<file path="config.mk">
export PLATFORM = sky130hd
export DESIGN_NAME = jpe_qmul
export DESIGN_NICKNAME = d
export VERILOG_FILES = /design/src/sv/jpe_pkg.sv /design/src/sv/jpe_qmul.sv
export SDC_FILE = /design/constraint.sdc
export NUM_CORES = 2
export LEC_CHECK = 0
export ABC_AREA = 1
export BUFFER_PORTS_ARGS = -buffer_cell sky130_fd_sc_hd__buf_4
export CAP_MARGIN = 15
export CELL_PAD_IN_SITES_DETAIL_PLACEMENT = 0
export CELL_PAD_IN_SITES_GLOBAL_PLACEMENT = 1
export CORE_ASPECT_RATIO = 0.9
export CORE_MARGIN = 3
export CORE_UTILIZATION = 52
export CTS_CLUSTER_DIAMETER = 60
export DETAILED_ROUTE_END_ITERATION = 12
export MAX_ROUTING_LAYER = met4
export PLACE_DENSITY = 0.92
export SLEW_MARGIN = 5
export SYNTH_ARGS = -nofsm -noshare
export SYNTH_HDL_FRONTEND = slang
export SYNTH_SLANG_ARGS = --single-unit
export TNS_END_PERCENT = 30
</file>
<file path="constraint.sdc">
create_clock -name clk -period 16.1 [get_ports clk]
set_input_delay 0.805 -clock clk [delete_from_list [all_inputs] [get_ports clk]]
set_output_delay 0.805 -clock clk [all_outputs]
set_load 0.02 [all_outputs]
</file>
<file path="src/sv/jpe_pkg.sv">
// Shared types and constants for the Jacobi polynomial evaluator.
// Used by jpe_qmul, jpe_div_cell, jpe_qdiv and jacobi_polynomial_eval.
package jpe_pkg;

	localparam int MAX_DEGREE = 32;
	localparam int KW = $clog2(MAX_DEGREE + 2);
	localparam int DIV_CELLS = 4;
	localparam int DIV_STEPS = 96;
	localparam int DIV_PASSES = DIV_STEPS / DIV_CELLS;
	localparam int DCW = $clog2(DIV_PASSES + 1);

	localparam logic signed [63:0] ONE_Q32 = 64'sh0000_0001_0000_0000;
	localparam logic signed [63:0] HALF_Q32 = 64'sh0000_0000_8000_0000;
	localparam logic signed [63:0] MAX_Q = 64'sh7FFF_FFFF_FFFF_FFFF;
	localparam logic signed [63:0] RES_MAX = 64'sh0000_7FFF_FFFF_FFFF;
	localparam logic signed [63:0] RES_MIN = -64'sh0000_8000_0000_0000;

	localparam logic [1:0] REG_DEGREE = 2'd0;
	localparam logic [1:0] REG_ALPHA = 2'd1;
	localparam logic [1:0] REG_BETA = 2'd2;
	localparam logic [1:0] REG_SCALE = 2'd3;

	// operation request to an arithmetic unit
	typedef struct packed {
		logic start;
		logic signed [63:0] opa;
		logic signed [63:0] opb;
	} unit_req_t;

	// result returned by an arithmetic unit
	typedef struct packed {
		logic done;
		logic sat;
		logic signed [63:0] value;
	} unit_res_t;

	// magnitude of a signed Q31.32 value
	function automatic logic [63:0] mag64(input logic signed [63:0] v);
		mag64 = v[63] ? 64'(-v) : 64'(v);
	endfunction

endpackage

</file>
<file path="src/sv/jpe_qmul.sv">
// Multi-cycle Q31.32 multiplier: four 32x32 partial products, then
// round half away from zero and saturate. Depends on jpe_pkg.
module jpe_qmul import jpe_pkg::*; (
	input logic clk,
	input logic arst_n,
	input unit_req_t req,
	output unit_res_t res
);

	logic [63:0] xm_q, ym_q;
	logic neg_q;
	logic [127:0] acc_q;
	logic [2:0] cnt_q;
	logic busy_q;
	logic [31:0] pa, pb;
	logic [63:0] pp;
	logic [127:0] pp_sh, sum;
	logic ovf;
	logic [63:0] mag;

	// pick the partial product for this cycle
	always_comb begin
		case (cnt_q)
			3'd0: begin pa = xm_q[31:0]; pb = ym_q[31:0]; end
			3'd1: begin pa = xm_q[31:0]; pb = ym_q[63:32]; end
			3'd2: begin pa = xm_q[63:32]; pb = ym_q[31:0]; end
			default: begin pa = xm_q[63:32]; pb = ym_q[63:32]; end
		endcase
		pp = 64'(pa) * 64'(pb);
		case (cnt_q)
			3'd0: pp_sh = 128'(pp);
			3'd1, 3'd2: pp_sh = 128'(pp) << 32;
			default: pp_sh = 128'(pp) << 64;
		endcase
	end

	// round, saturate and apply sign
	always_comb begin
		sum = acc_q + 128'h8000_0000;
		ovf = |sum[127:96];
		mag = ovf ? '1 : sum[95:32];
		res.done = busy_q && (cnt_q == 3'd4);
		res.sat = ovf || mag[63];
		if (mag[63])
			mag = 64'(MAX_Q);
		res.value = neg_q ? -$signed(mag) : $signed(mag);
	end

	// accumulate partial products
	always_ff @(posedge clk or negedge arst_n) begin
		if (!arst_n) begin
			busy_q <= 1'b0;
			cnt_q <= '0;
		end else if (req.start) begin
			busy_q <= 1'b1;
			cnt_q <= '0;
		end else if (busy_q) begin
			if (cnt_q == 3'd4)
				busy_q <= 1'b0;
			else
				cnt_q <= cnt_q + 3'd1;
		end
	end

	always_ff @(posedge clk) begin
		if (req.start) begin
			xm_q <= mag64(req.opa);
			ym_q <= mag64(req.opb);
			neg_q <= req.opa[63] ^ req.opb[63];
			acc_q <= '0;
		end else if (busy_q && cnt_q != 3'd4) begin
			acc_q <= acc_q + pp_sh;
		end
	end

endmodule

</file>
* After elaboration in Yosys (flattened, before gate mapping)
Cells that the tools add are included.
Word-level totals: register bits after elaboration 261, bits of input ports 131, logic and storage cells 45
Operators by class: add/sub/neg operators 6, multipliers 1, equal/unequal tests 5, multiplexer cells 14, bitwise logic cells 1, reductions and logical operators 10
Operators by type and width (count):
- one-hot mux 128 bit (2 select lines) | 1
- negator 64 bit | 3
- two-way mux 63 bit | 3
- adder 128 bit | 1
- adder 128 x 32 -> 128 bit, second input constant | 1
- two-way mux 64 bit | 2
- multiplier 32 x 32 -> 64 bit | 1
- two-way mux 32 bit | 2
- OR reduction 32 bit | 1
- two-way mux 3 bit | 3
- OR reduction 2 bit | 3
- adder 3 x 1 -> 3 bit, second input constant | 1
- equality test 3 x 1 -> 1 bit, second input constant | 1
- equality test 3 x 2 -> 1 bit, second input constant | 1
- equality test 3 bit, second input constant | 1
- logical NOT 3 bit | 1
- two-way mux 1 bit | 3
- inequality test 3 bit, second input constant | 1
- logical AND 1 bit | 2
- inequality test 2 bit, second input constant | 1
- AND reduction 2 bit | 1
- nonzero test 2 bit | 1
- logical OR 1 bit | 1
- bitwise XOR 1 bit | 1

* Depth between registers and ports, before layout
depth in word-level cells 6, depth in mapped cells 63, depth with buffers taken out 61

* Least setup slack after synthesis
Ideal clock, no wire load.
path type register -> register, start point reg cnt_q[0], end point reg acc_q[98], library setup time 0.115 ns, arrival 10.533 ns, data required time 15.985 ns, setup slack 5.452 ns, stages on the path, launching flop included 54, buffers on the path 2, cells stage by stage dfrtp_1 inv_1 ha_1 nand2_1 nand2_1 clkbuf_1 nand2_1 o21ai_1 clkinv_1 clkbuf_1 nor2_1 fa_1 fa_1 fa_1 inv_1 fa_1 inv_1 fa_1 [... 18 more ...] nand2_1 nand3_1 o21ai_0 ha_1 a21oi_1 inv_1 a31oi_1 inv_1 a21oi_1 inv_1 a21oi_1 a21boi_0 o21ai_0 a21oi_1 o21bai_1 xor2_1 o21ai_0 inv_1
Between the ends: longest elaborated chain between the ends 6, elaborated cells between the ends (all ways) 13, those cells by class add/sub: 1; mul: 1; eq/ne: 3; mux: 3; reduce/logical: 5
Ends and longest elaborated chain:
- start: declaration | RTL line jpe_qmul.sv:13 | logic [2:0] cnt_q;
- start signal: assignment | RTL line jpe_qmul.sv:61 | cnt_q <= cnt_q + 3'd1;
- equality test 3 x 1 -> 1 bit, or another cell as far along | RTL line jpe_qmul.sv:23, jpe_qmul.sv:30
- OR reduction 2 bit (no source line)
- two-way mux 32 bit | RTL line jpe_qmul.sv:23 | case (cnt_q)
- multiplier 32 x 32 -> 64 bit | RTL line jpe_qmul.sv:29 | pp = 64'(pa) * 64'(pb);
- one-hot mux 128 bit (2 select lines) | RTL line jpe_qmul.sv:30 | case (cnt_q)
- adder 128 bit | RTL line jpe_qmul.sv:72 | acc_q <= acc_q + pp_sh;
- end signal: assignment | RTL line jpe_qmul.sv:72
- end: declaration | RTL line jpe_qmul.sv:12 | logic [127:0] acc_q;
Parallel ways exist; a longest one is shown, timed or not. A chain may end at the register's enable or synchronous reset.

* Worst setup path in the final report
start point reg cnt_q[0], end point reg acc_q[96]
The elaborated chain is that of the path after synthesis.

==> summary.md <==
| Metric | Value |
|---|---|
| Status | `finished clean` |
| Final Wtd Congestion | `1.204` |
| Root Driver | `clkbuf_16` |
| Most common cell after layout, fill and taps aside | `inv_1` |
| Final hold viol count | `0` |
| DR pass1 iterations | `7` |
| Post-synthesis instance total | `8971` |
| Initial antenna violation count | `9` |
| Synth warnings | `0` |
| Post-layout util | `57.23%` |
| Slowest cell on crit path | `clkinv_1` |
| Async S/R FF share, synth | `1.533%` |
| Setup TNS Final | `0 ns` |
| IO Port Bufs | `196` |
| Worst-Skew Late Latency | `0.71 ns` |
| Top cells by area, synth | `fa_1, inv_1, nand2_1` |
| Worst-case clock buffer depth | `3` |
| Iter 0 DRT Violations | `7554` |
| Resize count post-CTS | `0` |
| Gr ovfl total | `0` |
| Layout cells sized above 1 | `5.509%` |
| Clk sinks | `261` |
| Synth cell types | `55` |
| Global routing's busiest layer | `met2` |
| DP HPWL | `230.7 mm` |
| Synth top area share | `slightly below 30%` |
| Crit share post-route | `90.30%` |
| CTS tree | `built` |
| Drt total wl | `about 270 mm` |
| Worst clock skew | `just over 0.07 ns` |
| Mapped Nets | `10397` |
| Slew margin rel. | `21.95%` |
| Largest net degree at the start of global routing | `69` |
| Crit Path Class | `register to register` |
| Synthesized area per cell | `6.940 um^2` |
| Via-per-instance ratio | `just under 6` |
| GR Layer Usage met3 | `approximately an eighth` |
| Core footprint | `0.1179 mm^2` |
| Crit path DAT | `15.14 ns` |
| Crit path top cell by count | `fa_1` |
| WL per Instance | `25.32 um` |
| Shortest period the worst path allows | `14.54 ns` |
| Critical-path maximum fanout | `38` |
| Die height | `~330 um` |
| CTS Buf Count | `48` |
| CP required | `16.70 ns` |
| Post-synth EDFFs | `129` |
| Setup crit end kind | `register` |
| Rows | `roughly 120` |
| Cell Area, Synth | `0.06226 mm^2` |
| Fillers | `11552` |
| DR vias | `62405` |
| I/O Pins | `just under 200` |
| Antenna viol nets, final | `0` |
| Final max-slew violation count | `0` |
| Die W | `370.7 um` |
| Clock-pin slew on the worst setup and hold paths | `0.06 ns` |
| Buf/Inv on CP | `10` |
| First-pass GRT wire length | `about 400 mm` |
| Die area | `between 0.1 and 0.15 mm^2` |
| Register area | `around 0.0065 mm^2` |
| Max-Cap Viols | `0` |
| Top cell family by delay on the critical path | `adder cells` |
| Placed Area | `0.06572 mm^2` |
| Sequential share of the synthesized area | `10.50%` |
| Flops & latches, synth | `261` |
| Met1 global-route usage | `between 50% and 60%` |
| Area Overhead vs Synth | `8.405%` |
| Hold/Removal Path Class | `input port to register` |
| Htree depth | `2` |
| Vias in the first global route | `61038` |
| Starting Density | `a little over half` |
| Total global routing track utilization | `44.83%` |
| Synth area leader | `fa_1` |
| Worst setup SP type | `register` |
| Finish-stage setup viols | `0` |
| Synth Flop Type | `edfxtp_1` |
| Residual DRC count | `0` |
| Final instance area | `0.06749 mm^2` |
| RSZ-0062 raised after global routing | `no` |
| CP max stage delay | `around 0.8 ns` |
| Multi-input gate area | `0.04728 mm^2` |
| GR Util met2 | `between 60 and 70%` |
| Peak Freq | `68.79 MHz` |
| Most frequent cells in the layout | `inv_1, nand2_1, nor2_1` |
| Slew @ Worst Pin | `about 1.2 ns` |
| Final-stage net count | `10520` |
==> cell families (layout without fill, tap and decap cells) <==
group	after synthesis	after routing	synth area share [%]
compound gates	1132	1132	9.958
xor+xnor	375	375	5.276
fa+ha+maj	1295	1295	36.84
buf+inv	2253	2412	13.67
flops	261	261	10.50
other cells	0	8	0
simple gates	3655	3655	23.76
==> cells in the mapped netlist (all sizes together), types with 109 or more instances <==
cell	count
nand4	109
nand3	232
o21ai	397
dfxtp	128
clkbuf	231
fa	897
xnor2	129
ha	398
inv	1982
a21oi	469
nor2	1550
nand2	1620
xor2	246
edfxtp	129
==> worst paths after layout <==
| path | cells after the start | endpoint | start | slack (ns) |
|---|---|---|---|---|
| worst max register to register | 45 | acc_q[96]$_SDFFE_PP0P_ | cnt_q[0]$_DFFE_PN0P_ | 1.56 |
| worst max-delay path | 45 | acc_q[96]$_SDFFE_PP0P_ | cnt_q[0]$_DFFE_PN0P_ | 1.56 |
| max in group asynchronous | 2 | busy_q$_DFF_PN0_ | arst_n | 15.41 |
| worst min register to register | 2 | acc_q[14]$_SDFFE_PP0P_ | acc_q[14]$_SDFFE_PP0P_ | 0.48 |
| worst min-delay path | 1 | xm_q[0]$_DFFE_PP_ | req[64] | 0.33 |
| min in group asynchronous | 2 | cnt_q[1]$_DFFE_PN0P_ | arst_n | 0.58 |
==> routing by layer <==
metal | vias to the layer above | part of all wire [%] | routed length, um
met2 | 3851 | 42 | 113200
met3 | 688 | 13 | 34480
li1 | 27645 | - | -
met1 | 30221 | 40 | 108100
met5 | - | 0 | 0
met4 | 0 | 5.7 | 15400
==> registers in the layout (all words and copies together), names as in the netlist <==
signal and flops:
acc_q 128, xm_q 64, ym_q 64, cnt_q 3
busy_q 1, neg_q 1
==> final cells by class <==
cell class	instances	share of cell area, %
multi-input cells	6457	70.05
inverters	1998	11.11
flip-flops and latches	261	9.685
repair buffers	328	3.713
well taps	1573	2.916
clock buffers	53	1.822
clock inverters	33	0.6711
diodes	8	0.02966
==> through the flow <==
step	std cells	hold slack [ns]	setup WS (ns)
detailed placement	10612	0.4727	2.062
global route	10710	0.3311	1.112
floorplan	8971	0.4545	5.452
CTS	10699	0.3108	2.054
finish	10711	0.3337	1.562
global placement	10611	0.4626	1.429
==> repair_timing <==
item                                   in CTS  in global routing
hold buffers                                1                  0
setup buffers                               0                  0
endpoints found under the hold margin       4                  0
Power is not shown: default switching activity piles up to over one toggle a cycle in this logic, so the estimate is an artifact.
