## src/sv/jpe_pkg.sv

```systemverilog
// Shared types and constants for the Jacobi polynomial evaluator.
// Used by jpe_qmul, jpe_div_cell, jpe_qdiv and jacobi_polynomial_eval.
package jpe_pkg;

	localparam int MAX_DEGREE = 32;
	localparam int KW = $clog2(MAX_DEGREE + 2);
	localparam int DIV_CELLS = 4;
	localparam int DIV_STEPS = 96;
	localparam int DIV_PASSES = DIV_STEPS / DIV_CELLS;
	localparam int DCW = $clog2(DIV_PASSES + 1);

	localparam logic signed [63:0] ONE_Q32 = 64'sh0000_0001_0000_0000;
	localparam logic signed [63:0] HALF_Q32 = 64'sh0000_0000_8000_0000;
	localparam logic signed [63:0] MAX_Q = 64'sh7FFF_FFFF_FFFF_FFFF;
	localparam logic signed [63:0] RES_MAX = 64'sh0000_7FFF_FFFF_FFFF;
	localparam logic signed [63:0] RES_MIN = -64'sh0000_8000_0000_0000;

	localparam logic [1:0] REG_DEGREE = 2'd0;
	localparam logic [1:0] REG_ALPHA = 2'd1;
	localparam logic [1:0] REG_BETA = 2'd2;
	localparam logic [1:0] REG_SCALE = 2'd3;

	// operation request to an arithmetic unit
	typedef struct packed {
		logic start;
		logic signed [63:0] opa;
		logic signed [63:0] opb;
	} unit_req_t;

	// result returned by an arithmetic unit
	typedef struct packed {
		logic done;
		logic sat;
		logic signed [63:0] value;
	} unit_res_t;

	// magnitude of a signed Q31.32 value
	function automatic logic [63:0] mag64(input logic signed [63:0] v);
		mag64 = v[63] ? 64'(-v) : 64'(v);
	endfunction

endpackage

```

## src/sv/jpe_div_cell.sv

```systemverilog
// One restoring division step: shift in a numerator bit, compare, subtract.
// Depends on jpe_pkg only for the import convention.
module jpe_div_cell import jpe_pkg::*; (
	input logic [63:0] den,
	input logic nbit,
	input logic [63:0] rem_in,
	input logic [63:0] quo_in,
	input logic big_in,
	output logic [63:0] rem_out,
	output logic [63:0] quo_out,
	output logic big_out
);

	logic [63:0] r2;

	always_comb begin
		r2 = {rem_in[62:0], nbit};
		big_out = big_in | quo_in[63];
		quo_out = {quo_in[62:0], 1'b0};
		rem_out = r2;
		if (r2 >= den) begin
			rem_out = r2 - den;
			quo_out[0] = 1'b1;
		end
	end

endmodule

```

## src/sv/jpe_qdiv.sv

```systemverilog
// Q31.32 divider: a chain of division cells, one pass per cycle, then
// round half away from zero. Depends on jpe_pkg and jpe_div_cell.
module jpe_qdiv import jpe_pkg::*; (
	input logic clk,
	input logic arst_n,
	input unit_req_t req,
	output unit_res_t res
);

	logic [95:0] num_q;
	logic [63:0] den_q, rem_q, quo_q;
	logic big_q, neg_q, zero_q, busy_q;
	logic [DCW-1:0] cnt_q;
	logic [63:0] rem_c [DIV_CELLS+1];
	logic [63:0] quo_c [DIV_CELLS+1];
	logic big_c [DIV_CELLS+1];
	logic [63:0] qr, mag;
	logic bg;

	assign rem_c[0] = rem_q;
	assign quo_c[0] = quo_q;
	assign big_c[0] = big_q;

	// row of cells, each taking the next numerator bit
	for (genvar j = 0; j < DIV_CELLS; j++) begin : g_cell
		jpe_div_cell u_cell (
			.den(den_q),
			.nbit(num_q[95-j]),
			.rem_in(rem_c[j]),
			.quo_in(quo_c[j]),
			.big_in(big_c[j]),
			.rem_out(rem_c[j+1]),
			.quo_out(quo_c[j+1]),
			.big_out(big_c[j+1])
		);
	end

	// final rounding and sign
	always_comb begin
		bg = big_q;
		qr = quo_q;
		if (rem_q >= den_q - rem_q) begin
			if (&quo_q)
				bg = 1'b1;
			else
				qr = quo_q + 64'd1;
		end
		mag = bg ? '1 : qr;
		res.done = busy_q && (cnt_q == DCW'(DIV_PASSES));
		res.sat = zero_q || mag[63];
		if (mag[63])
			mag = 64'(MAX_Q);
		if (zero_q)
			res.value = '0;
		else
			res.value = neg_q ? -$signed(mag) : $signed(mag);
	end

	always_ff @(posedge clk or negedge arst_n) begin
		if (!arst_n) begin
			busy_q <= 1'b0;
			cnt_q <= '0;
		end else if (req.start) begin
			busy_q <= 1'b1;
			cnt_q <= '0;
		end else if (busy_q) begin
			if (cnt_q == DCW'(DIV_PASSES))
				busy_q <= 1'b0;
			else
				cnt_q <= cnt_q + DCW'(1);
		end
	end

	// advance the chain by one pass
	always_ff @(posedge clk) begin
		if (req.start) begin
			num_q <= {mag64(req.opa), 32'd0};
			den_q <= mag64(req.opb);
			neg_q <= req.opa[63] ^ req.opb[63];
			zero_q <= (req.opb == '0);
			rem_q <= '0;
			quo_q <= '0;
			big_q <= 1'b0;
		end else if (busy_q && cnt_q != DCW'(DIV_PASSES)) begin
			num_q <= num_q << DIV_CELLS;
			rem_q <= rem_c[DIV_CELLS];
			quo_q <= quo_c[DIV_CELLS];
			big_q <= big_c[DIV_CELLS];
		end
	end

endmodule

```

## config.mk

```make
export PLATFORM = sky130hd
export DESIGN_NAME = jpe_qdiv
export DESIGN_NICKNAME = d
export VERILOG_FILES = /design/src/sv/jpe_pkg.sv /design/src/sv/jpe_div_cell.sv /design/src/sv/jpe_qdiv.sv
export SDC_FILE = /design/constraint.sdc
export NUM_CORES = 2
export LEC_CHECK = 0
export ABC_CLOCK_PERIOD_IN_PS = 37800
export BUFFER_PORTS_ARGS = -buffer_cell sky130_fd_sc_hd__buf_2
export CORE_MARGIN = 4
export CORE_UTILIZATION = 35
export CTS_BUF_LIST = sky130_fd_sc_hd__clkbuf_4
export DETAILED_ROUTE_END_ITERATION = 6
export GPL_ROUTABILITY_DRIVEN = 0
export PLACE_DENSITY = 0.58
export SETUP_SLACK_MARGIN = 0.4
export SKIP_LAST_GASP = 1
export SLEW_MARGIN = 20
export SYNTH_ARGS = -nofsm -noshare
export SYNTH_HDL_FRONTEND = slang
export SYNTH_SLANG_ARGS = --single-unit
export TNS_END_PERCENT = 100
```

## constraint.sdc

```tcl
create_clock -name clk -period 37.8 [get_ports clk]
set_input_delay 3.78 -clock clk [delete_from_list [all_inputs] [get_ports clk]]
set_output_delay 3.78 -clock clk [all_outputs]
set_load 0.02 [all_outputs]
```

# After elaboration in Yosys (flattened, before gate mapping)
# Cells that the tools add are included.
# Widths: inputs -> output; s select.
# word_totals
regBits,265
in_bits,131
wordCells,67
# classes
add_sub_neg,10
n_lt_le_gt_ge,5
eq_ne,3
mux,26
bitwise,5
n_reduce_logical,8
# ops
op,count
$mux 64,7
$ge 64x64->1,5
$mux 63,5
$mux 96,2
$neg 64->64,3
$sub 63x63->63,3
$sub 64x64->64,2
$add 64x1->64 const B,1
$logic_not 64->1,1
$reduce_and 64->1,1
$mux 5,3
$mux 1,9
$add 5x1->5 const B,1
$eq 5x5->1 const B,1
$ne 5x5->1 const B,1
$or 1x1->1,4
$reduce_bool 2->1,2
$logic_and 1x1->1,2
$ne 2x2->1 const B,1
$reduce_and 2->1,1
$logic_or 1x1->1,1
$xor 1x1->1,1

# Longest topological paths before layout
# depth
word_depth,8
depth_mapped,63
depth_no_buf,54

# Hierarchy
# From an unflattened synthesis, not the netlist that was laid out.
# unflattened
hier_cells,6219
area_unflattened_um2,42985.0
# by_module_without_submodules
mod,instances,cells_each,area_each_um2,seq_area_each_um2
jpe_qdiv,1,2735,21441.8,6636.4
jpe_div_cell (g_cell[0].u_cell ...),3,871,5398.9,0.0
jpe_div_cell (g_cell[1].u_cell),1,871,5346.4,0.0

# Worst setup path after synthesis
# No wires, ideal clock.
# synth_path
path_kind,register to register
start,reg den_q[1]
end,reg rem_q[18]
t_arrival_ps,13301
t_required_ps,37672
path_slack_ps,24371
path_stages_with_launch,55
n_path_buf,11
path_cell_list,edfxtp_1 -> inv_1 -> fa_1 -> a21o_1 -> a31o_2 -> and4_1 -> or3_1 -> a31oi_1 -> o31a_1 -> a21o_1 -> clkbuf_1 -> clkbuf_1 -> clkbuf_1 -> a21oi_1 -> ha_1 -> clkbuf_1 -> nand4_1 -> or3_1 -> [... 19 more ...] -> clkbuf_1 -> clkbuf_1 -> mux2i_1 -> ha_1 -> nor2b_1 -> o31ai_1 -> a21oi_1 -> a221o_1 -> a21o_1 -> a211oi_1 -> o31ai_1 -> a211oi_1 -> o31a_1 -> clkbuf_1 -> clkbuf_1 -> nor3_1 -> a221oi_1 -> nor2_1
# synth_via
elab_chain_len,8
word_cells_on_any_way,12
# synth_lines
item,line,rtl
start: declaration,jpe_qdiv.sv:11,"logic [63:0] den_q, rem_q, quo_q;"
start signal: assignment,jpe_qdiv.sv:78,den_q <= mag64(req.opb);
$sub 63x63->63 or $ge 64x64->1 (tied branches),"jpe_div_cell.sv:22, jpe_div_cell.sv:21",
$mux 63,jpe_div_cell.sv:21,if (r2 >= den) begin
$sub 63x63->63 or $ge 64x64->1 (tied branches),"jpe_div_cell.sv:22, jpe_div_cell.sv:21",
$mux 63,jpe_div_cell.sv:21,
$sub 63x63->63 or $ge 64x64->1 (tied branches),"jpe_div_cell.sv:22, jpe_div_cell.sv:21",
$mux 63,jpe_div_cell.sv:21,
$sub 64x64->64 or $ge 64x64->1 (tied branches),"jpe_div_cell.sv:22, jpe_div_cell.sv:21",
$mux 64 (*),jpe_div_cell.sv:21,
end signal: assignment,jpe_qdiv.sv:86,rem_q <= rem_c[DIV_CELLS];
end: declaration,jpe_qdiv.sv:11,
# Mark *: on every way between the ends. The rest lies on a longest branch, timed or not.
# A chain may end at the register's enable or synchronous reset.

# Worst setup path in the final report
# layout_path
start,reg den_q[1]
end,reg rem_q[48]
# The elaborated chain is that of the path after synthesis.

==> results.md <==
- Entering global routing, the biggest net connects 126 pins.
- The most frequent standard cell in the layout excluding fill and tap cells is sky130_fd_sc_hd__a21oi_1.
- The clock-pin slew reported for the worst setup and hold paths after clock tree synthesis is 0.06 ns.
- The final-report hold violation count is 0.
- Of the post-synthesis cell area, the dominant cell type holds 0.125.
- After detailed placement, the total cell area comes to 41100 um^2.
- Synthesis handed over a netlist of 5342 instances.
- In this run the critical register-to-register path is captured at rem_q[48].
- For this configuration, the core starts out at a cell density of 0.352.
- The commonest register cell after synthesis is sky130_fd_sc_hd__edfxtp_1.
- Of all cell types, the one taking the most synthesized area is sky130_fd_sc_hd__ha_1.
- The initial antenna violation count came to 13.
- STA classifies the critical path endpoint as a register.
- The via density per instance is 5.95.
- Averaged over all synthesized cells, the footprint is 7.30 um^2.
- The vertical extent of the die is 342 um.
- The via count is 41268.
- The clock latency of the later-clocked register in the worst-skew pair is 0.94 ns.
- The standby leakage power is 18.5 nW.
- The wire length per cell after detailed routing is 21.2 um.
- The number of top-level pins is 197.
- The worst register-to-register path has a setup slack of 20.56 ns.
- The number of buffers added on ports is 196.
- Synthesis produced a netlist with a net count of 5867.
- The overall fraction of global-route tracks in use is 0.241.
- The max-slew headroom at the worst pin is 0.262.
- The depth of the CTS H-tree is 3.
- The number of enable flip-flop cells after synthesis is 130.
- In the final design database the tool counted 5897 nets.
- For this run, the share of the core covered by cells in the final layout is 0.381.
- In this run the worst hold path is classified as reg2reg.
- The post-CTS setup buffer count is 0.
- The number of global-route vias before repair is 38224.
- The number of max-cap violations is 0.
- For the worst setup path, the data arrival time is 17.92 ns.
- The post-cts sizing count is 0.
- For the worst setup path, the data required time is 38.48 ns.
- For the finished layout, the period the worst path requires is 17.24 ns.
- Setup repair after global routing left no endpoint under its margin.
- The TritonCTS buffer count is 84.
- The beginning of the worst hold path is quo_q[35].
- On the critical path, the stage with the largest delay is an instance of sky130_fd_sc_hd__o31a_2.
- The total half-perimeter wirelength after legalization and detailed placement is 117000 um.
- Before antenna repair, the detailed router went through 6 iterations.
- The overall overflow remaining after global route is 0.
- The register bit count reported by yosys is 265.
- The reg-to-reg startpoint is den_q[1].
- In the finished design, the share of the clock period the worst path needs comes to 0.456.
- Sorting the synthesized cells by area gives the leading types as sky130_fd_sc_hd__ha_1 12%, sky130_fd_sc_hd__edfxtp_1 10%, sky130_fd_sc_hd__a21oi_1 7.3%, sky130_fd_sc_hd__dfxtp_1 6.6%, sky130_fd_sc_hd__xnor2_1 6.2%.
- The classification of the worst setup path is reg2reg.
- The flow ran to the end, and the final reports show no timing, DRC or antenna violations.
- On the worst path, the slowest cell contributes a delay of 0.89 ns.
- Setup slack on the critical path of the routed design comes to 20.56 ns.
- Compared with the post-synthesis result, the final layout area differs by 8.23%.
- The total number of placement rows is 122.
- The worst clock skew is 0.110 ns.
- Of the synthesized area, sequential elements account for 0.170.
- The total power per unit cell area is 80.9 nW/um^2.
- The slew at the pin with the worst max-slew slack is 1.11 ns.
- The worst setup path is launched from a register.
- The CTS tree is done.
- The worst-path maximum fanout is 58.
- The fraction of synthesis flops using an asynchronous set or reset pin is 0.0226.
- The total standard cell area after synthesis is 39000 um^2.
- After the first detailed-routing iteration, the DRC count stood at 4724.
- The number of max-slew violations in the final report is 0.
- Along the worst hold path, the cell count comes to 2.
- Across the VDD grid, the largest voltage drop is 42.8 uV.
- The full die area is 117000 um^2.
- The path with the worst hold slack has its endpoint at quo_q[35].
- The share of cells above drive strength 1 is 0.0965.
- The worst slack after detailed placement is 21.12 ns.
- The achievable clock frequency is 0.0580 GHz.
- The global-route wire length before repair is 224000 um.
- Leaving out fill and tap cells, the most frequent cells in the layout are 568 x sky130_fd_sc_hd__a21oi_1, 553 x sky130_fd_sc_hd__nand2_1, 451 x sky130_fd_sc_hd__nor2_1.
- In this run the deepest clock path goes through 3 buffers.
- The unique cell type count in the Yosys netlist is 96.
- After detailed routing, the number of remaining DRC violations is 0.
- The total area inside the core boundary comes to 111000 um^2.
- The sum of routed wire length over all layers is 147000 um.
- The Yosys step of the flow raised 0 warnings.
- The total of hold buffers inserted after clock tree synthesis is 0.
- The die boundary width is 342 um.
- Setup violations remaining at the end of the flow were counted as 0.
- Once layout is done, the placed cells without fillers occupy 42200 um^2.
- The depth of the worst register-to-register path is 50.
- The root buffer cell chosen for the clock tree is sky130_fd_sc_hd__clkbuf_4.
- The CTS sink count is 265.
- The layout filler cell count is 11703.
- The detail route stage leaves a number of antenna-violating nets equal to 0.
- The post-route setup TNS is 0 ns.
## kinds of logic after synthesis
family | share of synthesized area
muxes | 0.0316
AOI/OAI and AO/OA | 0.280
xor gates and xnor gates | 0.110
and+or+nand+nor | 0.228
adders and majority gates | 0.127
DFF | 0.170
buffers and inverters | 0.0528
## cell usage after synthesis (all sizes together) (8+ instances only)
cell    count
a21oi     570
nand2     556
nor2      452
ha        389
o21ai     313
xnor2     274
inv       259
clkbuf    257
xor2      217
a21o      211
nand3     131
edfxtp    130
dfxtp     129
nor3      126
nand4     114
a211oi     98
o31ai      90
mux2       73
or3        69
and3       63
a31oi      55
nand2b     54
o21bai     53
nor2b      50
o21a       46
and2       41
mux2i      41
nor4       38
or4        35
and4       33
or2        32
o211ai     30
o41ai      29
buf        24
a31o       22
a221oi     21
a21boi     18
o31a       18
a211o      15
o22ai      12
a41oi      10
nor3b       9
o211a       8
o311ai      8
## critical path, delay by kind of cell (launching register included)
kind	cells	cell delay (ns)
buffers and inverters	6	2.43
AO/OA/AOI/OAI	24	8.01
flip-flops	1	0.54
adder cells (fa/ha/maj)	4	1.66
multiplexers	2	0.90
AND/OR/NAND/NOR	14	3.28
## layout make-up
cell class                 count  area (um^2)  area share
tap                         1488         1860      0.0441
clock buffer                 122          916      0.0217
multi-input combinational   4535        30400       0.720
antenna                       11         27.5    0.000653
timing repair buffer         225         1220      0.0290
sequential                   265         6640       0.157
clock inverter                31          179     0.00424
inverter                     261          980      0.0232
## per-layer routing
layer | track usage | part of all wire
met1 | 0.345 | 0.45
met2 | 0.360 | 0.42
met3 | 0.0540 | 0.11
met4 | 0.0690 | 0.028
met5 | 0 | 0.00034
## state kept, by name, indices dropped and copies added, names as in the netlist
| name | count |
|---|---|
| den_q | 64 |
| num_q | 64 |
| quo_q | 64 |
| rem_q | 64 |
| cnt_q | 5 |
| big_q | 1 |
| busy_q | 1 |
| neg_q | 1 |
| zero_q | 1 |
## worst max-delay path by stage
stage                     startpoint        end  slack (ns)  cells after the start
after floorplan             den_q[1]  rem_q[18]       24.37                     54
after global placement     den_q[22]  rem_q[48]       21.19                     48
after detailed placement    den_q[1]  rem_q[48]       21.12                     49
after CTS                   den_q[1]  rem_q[48]       20.95                     49
after global routing        den_q[6]  rem_q[48]       19.82                     50
final                       den_q[1]  rem_q[48]       20.56                     50
## power by group
| part | switching (mW) | internal (mW) | leakage, nW |
|---|---|---|---|
| registers | 0.0518 | 0.346 | 2.43 |
| clock network | 0.156 | 0.152 | 0.653 |
| logic | 1.67 | 1.04 | 15.4 |
| total | 1.88 | 1.53 | 18.5 |
## through the flow
stage / power [mW] / hold slack [ns] / instances
5_1_grt: 3.67 / 0.519 / 6932
3_3_place_gp: 3.01 / 0.476 / 6774
3_5_place_dp: 3.01 / 0.484 / 6774
6_report: 3.41 / 0.497 / 6938
4_1_cts: 3.34 / 0.493 / 6927
2_1_floorplan: 2.34 / 0.454 / 5342
Note: power is estimated with default switching activity, not from simulation.
